===== src/rtl/fnvh_pkg.sv =====
`default_nettype none

package fnvh_pkg;

	localparam logic [31:0] FNV_BASIS = 32'h811c_9dc5;
	localparam logic [31:0] FNV_PRIME = 32'h0100_0193;
	localparam logic [31:0] MIX_MUL_A = 32'h7feb_352d;
	localparam logic [31:0] MIX_MUL_B = 32'h846c_a68b;
	localparam int unsigned MIX_SHIFT_A = 16;
	localparam int unsigned MIX_SHIFT_B = 15;

	// One queued item: the raw byte, whether its upper 24 bits widen to ones,
	// and the two flags of the item.
	typedef struct packed {
		logic [7:0] data;
		logic       ext;
		logic       present;
		logic       last;
	} fnvh_entry_t;

	typedef struct packed {
		logic full;
		logic empty;
	} fnvh_qstat_t;

endpackage

`default_nettype wire


===== src/rtl/fnv1a_hash_with_finalizer_core.sv =====
`default_nettype none

// FNV-1a 32-bit hash with a three-round xorshift-multiply finalizer, fed one
// byte per input item. Items are taken at up to one per cycle: the front end
// widens each byte (sign or zero extension, chosen by the one-bit config
// register, reset to sign extension) and places it in a QUEUE_DEPTH-entry
// queue; the back end absorbs one queued byte per cycle through the hash
// register and its constant multiply, which sets the sustained rate while no
// end-marked item waits for finalizer room. An item marked last hands the
// running hash to a four-register finalizer pipeline that yields its
// hash_value, and the running hash restarts at the offset basis for the next
// message. Items with neither a byte nor a last mark are accepted and have
// no effect. Write the config only while no message is in flight.
module fnv1a_hash_with_finalizer_core import fnvh_pkg::*; #(
	parameter int QUEUE_DEPTH = 4
) (
	input  wire logic        clk,
	input  wire logic        arst_n,
	input  wire logic        cfg_valid,
	output logic             cfg_ready,
	input  wire logic        cfg_data,
	input  wire logic        in_valid,
	output logic             in_ready,
	input  wire logic [7:0]  data_byte,
	input  wire logic        byte_present,
	input  wire logic        last,
	output logic             out_valid,
	input  wire logic        out_ready,
	output logic [31:0]      hash_value
);

	fnvh_qstat_t qstat;
	fnvh_entry_t push_entry;
	fnvh_entry_t head;
	logic        push;
	logic        pop;

	fnvh_front u_front (
		.clk          (clk),
		.arst_n       (arst_n),
		.cfg_valid    (cfg_valid),
		.cfg_ready    (cfg_ready),
		.cfg_data     (cfg_data),
		.in_valid     (in_valid),
		.in_ready     (in_ready),
		.data_byte    (data_byte),
		.byte_present (byte_present),
		.last         (last),
		.qstat        (qstat),
		.push         (push),
		.push_entry   (push_entry)
	);

	fnvh_queue #(
		.DEPTH (QUEUE_DEPTH)
	) u_queue (
		.clk        (clk),
		.arst_n     (arst_n),
		.push       (push),
		.push_entry (push_entry),
		.pop        (pop),
		.head       (head),
		.qstat      (qstat)
	);

	fnvh_back u_back (
		.clk        (clk),
		.arst_n     (arst_n),
		.qstat      (qstat),
		.head       (head),
		.pop        (pop),
		.out_valid  (out_valid),
		.out_ready  (out_ready),
		.hash_value (hash_value)
	);

endmodule

`default_nettype wire


===== src/rtl/fnvh_front.sv =====
`default_nettype none

module fnvh_front import fnvh_pkg::*; (
	input  wire logic        clk,
	input  wire logic        arst_n,
	input  wire logic        cfg_valid,
	output logic             cfg_ready,
	input  wire logic        cfg_data,
	input  wire logic        in_valid,
	output logic             in_ready,
	input  wire logic [7:0]  data_byte,
	input  wire logic        byte_present,
	input  wire logic        last,
	input  wire fnvh_qstat_t qstat,
	output logic             push,
	output fnvh_entry_t      push_entry
);

	logic sign_ext_q;

	always_ff @(posedge clk or negedge arst_n) begin
		if (!arst_n) begin
			sign_ext_q <= 1'b1;
		end else if (cfg_valid && cfg_ready) begin
			sign_ext_q <= cfg_data;
		end
	end

	assign cfg_ready = 1'b1;
	assign in_ready  = !qstat.full;

	// Drop items with neither a byte nor an end mark: they change nothing.
	assign push = in_valid && in_ready && (byte_present || last);

	always_comb begin
		push_entry.data    = data_byte;
		push_entry.ext     = sign_ext_q && data_byte[7];
		push_entry.present = byte_present;
		push_entry.last    = last;
	end

endmodule

`default_nettype wire


===== src/rtl/fnvh_queue.sv =====
`default_nettype none

module fnvh_queue import fnvh_pkg::*; #(
	parameter int DEPTH = 4
) (
	input  wire logic        clk,
	input  wire logic        arst_n,
	input  wire logic        push,
	input  wire fnvh_entry_t push_entry,
	input  wire logic        pop,
	output fnvh_entry_t      head,
	output fnvh_qstat_t      qstat
);

	localparam int PTR_W = (DEPTH > 1) ? $clog2(DEPTH) : 1;
	localparam int CNT_W = $clog2(DEPTH + 1);

	fnvh_entry_t      mem_q [DEPTH];
	logic [PTR_W-1:0] wr_ptr_q;
	logic [PTR_W-1:0] rd_ptr_q;
	logic [CNT_W-1:0] count_q;

	function automatic logic [PTR_W-1:0] ptr_inc(input logic [PTR_W-1:0] p);
		logic [PTR_W-1:0] r;
		if (p == PTR_W'(DEPTH - 1)) begin
			r = '0;
		end else begin
			r = p + PTR_W'(1);
		end
		return r;
	endfunction

	always_ff @(posedge clk) begin
		if (push) begin
			mem_q[wr_ptr_q] <= push_entry;
		end
	end

	always_ff @(posedge clk or negedge arst_n) begin
		if (!arst_n) begin
			wr_ptr_q <= '0;
			rd_ptr_q <= '0;
			count_q  <= '0;
		end else begin
			if (push) begin
				wr_ptr_q <= ptr_inc(wr_ptr_q);
			end
			if (pop) begin
				rd_ptr_q <= ptr_inc(rd_ptr_q);
			end
			unique case ({push, pop})
				2'b10:   count_q <= count_q + CNT_W'(1);
				2'b01:   count_q <= count_q - CNT_W'(1);
				default: count_q <= count_q;
			endcase
		end
	end

	assign head        = mem_q[rd_ptr_q];
	assign qstat.full  = (count_q == CNT_W'(DEPTH));
	assign qstat.empty = (count_q == '0);

endmodule

`default_nettype wire


===== src/rtl/fnvh_back.sv =====
`default_nettype none

module fnvh_back import fnvh_pkg::*; (
	input  wire logic        clk,
	input  wire logic        arst_n,
	input  wire fnvh_qstat_t qstat,
	input  wire fnvh_entry_t head,
	output logic             pop,
	output logic             out_valid,
	input  wire logic        out_ready,
	output logic [31:0]      hash_value
);

	logic [31:0] hash_q;
	logic [31:0] word;
	logic [31:0] stepped;
	logic [31:0] hash_next;

	logic        v_s0, v_s1, v_s2;
	logic [31:0] x_s0, x_s1, x_s2;
	logic        out_valid_q;
	logic [31:0] out_q;

	logic out_free, s2_free, s1_free, s0_free;

	assign out_free = !out_valid_q || out_ready;
	assign s2_free  = !v_s2 || out_free;
	assign s1_free  = !v_s1 || s2_free;
	assign s0_free  = !v_s0 || s1_free;

	// Plain bytes never wait; an end-marked item needs room in the finalizer.
	assign pop = !qstat.empty && (!head.last || s0_free);

	assign word      = {{24{head.ext}}, head.data};
	assign stepped   = 32'((hash_q ^ word) * FNV_PRIME);
	assign hash_next = head.present ? stepped : hash_q;

	always_ff @(posedge clk or negedge arst_n) begin
		if (!arst_n) begin
			hash_q <= FNV_BASIS;
		end else if (pop) begin
			hash_q <= head.last ? FNV_BASIS : hash_next;
		end
	end

	always_ff @(posedge clk or negedge arst_n) begin
		if (!arst_n) begin
			v_s0        <= 1'b0;
			v_s1        <= 1'b0;
			v_s2        <= 1'b0;
			out_valid_q <= 1'b0;
		end else begin
			if (s0_free) begin
				v_s0 <= pop && head.last;
			end
			if (s1_free) begin
				v_s1 <= v_s0;
			end
			if (s2_free) begin
				v_s2 <= v_s1;
			end
			if (out_free) begin
				out_valid_q <= v_s2;
			end
		end
	end

	always_ff @(posedge clk) begin
		if (s0_free && pop && head.last) begin
			x_s0 <= hash_next;
		end
		if (s1_free && v_s0) begin
			x_s1 <= 32'((x_s0 ^ (x_s0 >> MIX_SHIFT_A)) * MIX_MUL_A);
		end
		if (s2_free && v_s1) begin
			x_s2 <= 32'((x_s1 ^ (x_s1 >> MIX_SHIFT_B)) * MIX_MUL_B);
		end
		if (out_free && v_s2) begin
			out_q <= x_s2 ^ (x_s2 >> MIX_SHIFT_A);
		end
	end

	assign out_valid  = out_valid_q;
	assign hash_value = out_q;

endmodule

`default_nettype wire


===== config.mk =====
export PLATFORM = sky130hd
export DESIGN_NAME = fnv1a_hash_with_finalizer_core
export DESIGN_NICKNAME = d
export VERILOG_FILES = /design/src/rtl/fnvh_pkg.sv /design/src/rtl/fnv1a_hash_with_finalizer_core.sv /design/src/rtl/fnvh_front.sv /design/src/rtl/fnvh_queue.sv /design/src/rtl/fnvh_back.sv
export SDC_FILE = /design/constraint.sdc
export NUM_CORES = 2
export LEC_CHECK = 0
export BUFFER_PORTS_ARGS = -buffer_cell sky130_fd_sc_hd__buf_2
export CAP_MARGIN = 20
export CELL_PAD_IN_SITES_DETAIL_PLACEMENT = 1
export CELL_PAD_IN_SITES_GLOBAL_PLACEMENT = 1
export CORE_UTILIZATION = 40
export DETAILED_ROUTE_END_ITERATION = 8
export MAX_ROUTING_LAYER = met4
export PLACE_DENSITY_LB_ADDON = 0.25
export RECOVER_POWER = 25
export SLEW_MARGIN = 5
export SYNTH_ARGS = -nofsm -noshare
export SYNTH_HDL_FRONTEND = slang
export SYNTH_SLANG_ARGS = --single-unit

===== constraint.sdc =====
create_clock -name clk -period 10.9 [get_ports clk]
set_input_delay 0.545 -clock clk [delete_from_list [all_inputs] [get_ports clk]]
set_output_delay 0.545 -clock clk [all_outputs]
set_load 0.1 [all_outputs]

[Word level (Yosys, flattened, before mapping)]
Memory sizes are Yosys's and may differ from the RTL's.
Index checks and enable logic that the tools add are counted.
Word-level totals
  logic and storage cells: 62
  output and inout port bits: 35
  memories: 1
  RAM bits: 44
  bits in registers: 172
Memory list
  u_queue.mem_q: words 4, width 11, rd ports 1, clocked after Yosys merged registers in 0, write ports 1, RTL line fnvh_queue.sv:18  | fnvh_entry_t mem_q [DEPTH];
Operators by class
  mux-type cells: 7
  multipliers: 3
  bitwise gates (word level): 4
  add/sub/neg operators: 4
  reduce and logical (&&, ||, !) cells: 25
  equality and inequality tests: 5
Operators by type and width (count)
  $mux W32: 2
  $xor A32 B16 Y32: 2
  $mul A32 B25 Y32 const B: 1
  $mul A32 B31 Y32 const B: 1
  $mul A32 B32 Y32 const B: 1
  $xor A32 B17 Y32: 1
  $xor A32 B32 Y32: 1
  $logic_and A1 B1 Y1: 10
  $logic_not A1 Y1: 7
  $eq A2 B2 Y1 const B: 3
  $logic_or A1 B1 Y1: 6
  $pmux W3 S2: 1
  $add A2 B1 Y2 const B: 2
  $mux W2: 2
  $add A3 B1 Y3 const B: 1
  $eq A3 B3 Y1 const B: 1
  $logic_not A3 Y1: 1
  $sub A3 B1 Y3 const B: 1
  $eq A2 B1 Y1 const B: 1
  $mux W1: 2
  $reduce_bool A2 Y1: 1

[Longest topological paths before layout]
  depth in word-level cells: 9
  depth in mapped cells: 26
  depth with buffers taken out: 26

[Modules after synthesis]
Synthesis repeated with hierarchy kept, for this count alone.
Second synthesis, totals
  cell total of the unflattened synthesis: 2874
  area, all modules: 30850.8 um^2
By module, submodules not included
  fnvh_back: times used 1, sequential area each 4762.1 um^2, cells an instance 2762, area each 28691.3 um^2
  fnvh_queue: times used 1, sequential area each 1496.4 um^2, cells an instance 95, area each 2011.9 um^2
  fnvh_front: times used 1, sequential area each 26.3 um^2, cells an instance 17, area each 147.6 um^2

[Least setup slack after synthesis]
OpenSTA, ideal clock, no wires.
  kind: flip-flop to flip-flop
  from: reg u_back.x_s0[21]
  to: reg u_back.x_s1[31] (data pin)
  path slack: 4097 ps
  data required time: 10641 ps
  path buffers: 0
  library setup time: 259 ps
  arrival: 6544 ps
  period minus slack after synthesis: 6803 ps
  stages on the path, launching flop included: 27
  path through: edfxtp_1 xnor2_1 inv_1 ha_1 inv_1 fa_1 inv_1 ha_1 inv_1 fa_1 inv_1 fa_1 inv_1 fa_1 inv_1 fa_1 fa_1 ha_1 o21a_1 o21ai_0 nand2b_1 and3_1 a311o_1 a21o_1 o41ai_4 o21ai_1 xnor2_1
Between the ends
  cells in the longest elaborated chain, start to end: 2
Ends and longest elaborated chain
  from (decl): RTL line fnvh_back.sv:20  | logic [31:0] x_s0, x_s1, x_s2;
  from (signal assigned): RTL line fnvh_back.sv:70  | x_s0 <= hash_next;
  $xor A32 B16 Y32: RTL line fnvh_back.sv:73  | x_s1 <= 32'((x_s0 ^ (x_s0 >> MIX_SHIFT_A)) * MIX_MUL_A);
  $mul A32 B31 Y32: RTL line fnvh_back.sv:73
  to (signal assigned): RTL line fnvh_back.sv:73
  to (decl): RTL line fnvh_back.sv:20
No other way between the ends.
A chain may end at the register's enable or synchronous reset.

[Worst setup path after layout]
  from: reg u_back.x_s1[20]
  to: reg u_back.x_s2[31] (data pin)
Between the ends
  cells in the longest elaborated chain, start to end: 2
Ends and longest elaborated chain
  $xor A32 B17 Y32: RTL line fnvh_back.sv:76  | x_s2 <= 32'((x_s1 ^ (x_s1 >> MIX_SHIFT_B)) * MIX_MUL_B);
  $mul A32 B32 Y32: RTL line fnvh_back.sv:76
  to (signal assigned): RTL line fnvh_back.sv:76
  to (decl): RTL line fnvh_back.sv:20
No other way between the ends.

==> results.toml <==
[run_status]
status = "finished, violations left"
violations = "capacitance limit, slew limit"

[yosys]
async_flop_share_pct = 20.4
synth_fp_nets = 3774
synth_cells = 2824
synth.distinct_cells = 75
yosys.area.top_type = "fa_1"
synth-seq-area-share_pct = 20.4
synth_top_area_share_pct = 27.1
synth-seq-cells = 216
synth_edf_count = 172
dominantRegCellSynth = "edfxtp_1"
syn_area_um2 = 30700
synth_area_leaders = "fa_1 (27%), ha_1 (21%), edfxtp_1 (17%), inv_1 (8.4%), xnor2_1 (5.8%)"
ys_warn_count = 0
syn_area_per_cell_um2 = 10.9

[critical_path]
critical_path.top_delay_family = "adder cells"
critical-path-max-stage-delay_ns = 0.93
crit_chain = "xnor2_1 -> inv_1 -> ha_1 -> ha_1 -> fa_1 -> inv_1 -> fa_1 -> inv_1 -> ha_1 -> ha_1 -> fa_1 -> fa_1 -> ha_1 -> a2111oi_2 -> nand2b_1 -> o211ai_1 -> a31oi_1 -> a221o_1 -> a2111oi_0 -> o21bai_1 -> a21oi_1 -> xnor2_1"
worstPathRequired_ns = 11.22
criticalPathCategory = "reg2reg"
crit_top_cell = "ha_1"
cpMaxStageDelayCell = "xnor2_1"
crit_buf_inv = 3
end_kind = "register"
cp-start-kind = "register"
path_max_fanout = 7
reg2reg_slack_ns = 3.01
arrival_ns = 8.20

[global_route]
grt_antenna_before_repair = 5
grt_pass1_vias = 22600
grt_pass1_wl_um = 135000
overflow = 0
grt_usage_pct = 23.6
grt_max_degree = 45

[cells_and_area]
n_antenna_cell = 0
area_delta_synth_final_pct = 8.22
postLayoutCoreUtil_pct = 43.8
instances_no_fill = 3949
drive_gt1_share_pct = 6.58
multiInputGateArea_um2 = 21800
nFillCells = 8308
final_nets = 3849
seq_area_um2 = 6280

[timing]
finalSetupViolations = 0
min_period_over_period_pct = 72.4
rsz0062_at_grt = "no"
max_freq_ghz = 0.127
relSlewSlack_pct = -99.0
setup_tns_ns = 0
worst_pin_slew_ns = 2.99
min_period_ns = 7.89
hold_violations = 0
slew_viol_final = 45
fin_skew_ns = 0.0185
fin_ws_ns = 3.01

[detailed_routing]
via_count = 19800
drt_first_pass_iters = 5
drc = 0
wl_um = 85600
wl_per_cell_um = 21.7
via_per_inst = 5.00
antenna_left = 0
drt_iter0_drc = 750

[floorplanning]
ioPinCount = 51
initial_core_util_pct = 40.5
num_rows = 101
coreArea_um2 = 75900
die_h_um = 279
die_width_um = 279
dieArea_um2 = 78000

[clocking]
ctsResizeCount = 0
ctsHoldBuffers = 0
clkTransAtPathRegs_ns = 0.06
insertion_delay_ns = 0.58
cts.path.max_buffers = 3
cts_setup_buffers = 0
root_buffer = "clkbuf_16"
htreeDepth = 1
cts_sinks = 216
tritoncts = "yes"
cts_buffers = 27

[worst_hold_path]
min_path_type = "in2reg"

[placed_design]
gp_congestion = 0.896
dp_cells = 3899
io_buffers = 49
dp_slack_ns = 3.03
place_hpwl_um = 74100

[flow_run]
maxCapViolCount = 1
[cell type report]
class / instances / share of cell area (%)
clock buffers: 31 / 2.14
clock inverters: 18 / 0.470
inverters: 687 / 7.75
multi-input cells: 1886 / 65.4
flip-flops and latches: 216 / 18.9
well taps: 1030 / 3.87
repair buffers: 81 / 1.45
[synthesized netlist by cell type (all sizes together) (11+ instances only)]
library cell  count
o21ai            56
mux4             11
clkbuf           26
and2             21
xnor2           209
inv             687
nand2b           18
xor2            131
edfxtp          172
nor2b            15
fa              416
o22a             14
o21bai           11
nor2            112
a21oi            71
ha              518
dfstp            15
mux2             25
a21o             39
a211oi           13
nand3            24
nor3             16
dfrtp            29
nand2            58
a22o             17
[flip-flops by register name, indices dropped and copies added, names as in the netlist, 2 cells and up]
signal / flops
u_queue.mem_q: 44
u_back.hash_q: 32
u_back.hash_value: 32
u_back.x_s0: 32
u_back.x_s1: 32
u_back.x_s2: 32
u_queue.count_q: 3
u_queue.rd_ptr_q: 2
u_queue.wr_ptr_q: 2
[routing by layer]
layer	vias up	global-route usage (%)	wire (µm)	part of all wire, %
met2	268	38.9	41500	49
met1	10200	31.2	38900	45
li1	9189	-	-	-
met3	111	2.14	2490	2.9
met4	0	6.17	2690	3.1
met5	-	-	0	0
[cell usage in the layout (no fill, tap or decap), types with 5 or more instances in the layout]
master,instances
clkbuf_16,27
nand2b_1,18
nor2b_1,14
inv_1,685
edfxtp_1,172
buf_4,30
o21bai_1,11
nor2_1,111
a21o_1,39
and3_1,5
or2_2,6
clkinv_2,6
buf_2,39
dfrtp_1,29
a21oi_1,68
a31oi_1,5
a22o_1,17
o22a_1,14
fa_1,416
mux4_2,11
clkinv_1,6
nand3_1,24
nor3_1,16
xnor2_1,205
o21a_1,10
mux2_2,25
o21ai_1,5
nand2_1,58
clkbuf_1,13
a211oi_1,12
o21ai_0,49
dfstp_2,14
o211ai_1,6
ha_1,518
xor2_1,131
and2_1,19
[per-stage QoR]
| stage | cell area (µm²) | hold WS (ns) |
|---|---|---|
| 6_report | 33300 | 0.211 |
| 3_5_place_dp | 32400 | 0.461 |
| 5_1_grt | 33300 | 0.201 |
| 2_1_floorplan | 30700 | 0.249 |
| 4_1_cts | 33300 | 0.120 |
| 3_3_place_gp | 32400 | 0.454 |
[path summary, 6_finish.rpt]
| check | start | end | cells after the start |
|---|---|---|---|
| setup reg to reg | u_back.x_s1[20] | u_back.x_s2[31] | 22 |
| hold reg to reg | u_back.x_s2[25] | u_back.hash_value[25] | 0 |
| setup / recovery | u_back.x_s1[20] | u_back.x_s2[31] | 22 |
| min in group asynchronous | arst_n | u_back.hash_q[29] | 2 |
| max in group asynchronous | arst_n | u_back.hash_q[3] | 2 |
| hold / removal | cfg_data | u_front.sign_ext_q | 2 |
[cells by family (layout without fill, tap and decap cells)]
kind of cell | Yosys count | count (layout) | synth area share [%]
adders and majority gates | 934 | 934 | 48.2
buffers and inverters | 722 | 817 | 8.87
xor gates and xnor gates | 341 | 341 | 9.89
and+or+nand+nor | 289 | 289 | 4.35
AOI/OAI and AO/OA | 283 | 283 | 6.48
DFF | 216 | 216 | 20.4
muxes | 38 | 38 | 1.79
other | 1 | 1 | 0.0122
Power is not shown: default switching activity piles up to over one toggle a cycle in this logic, so the estimate is an artifact.
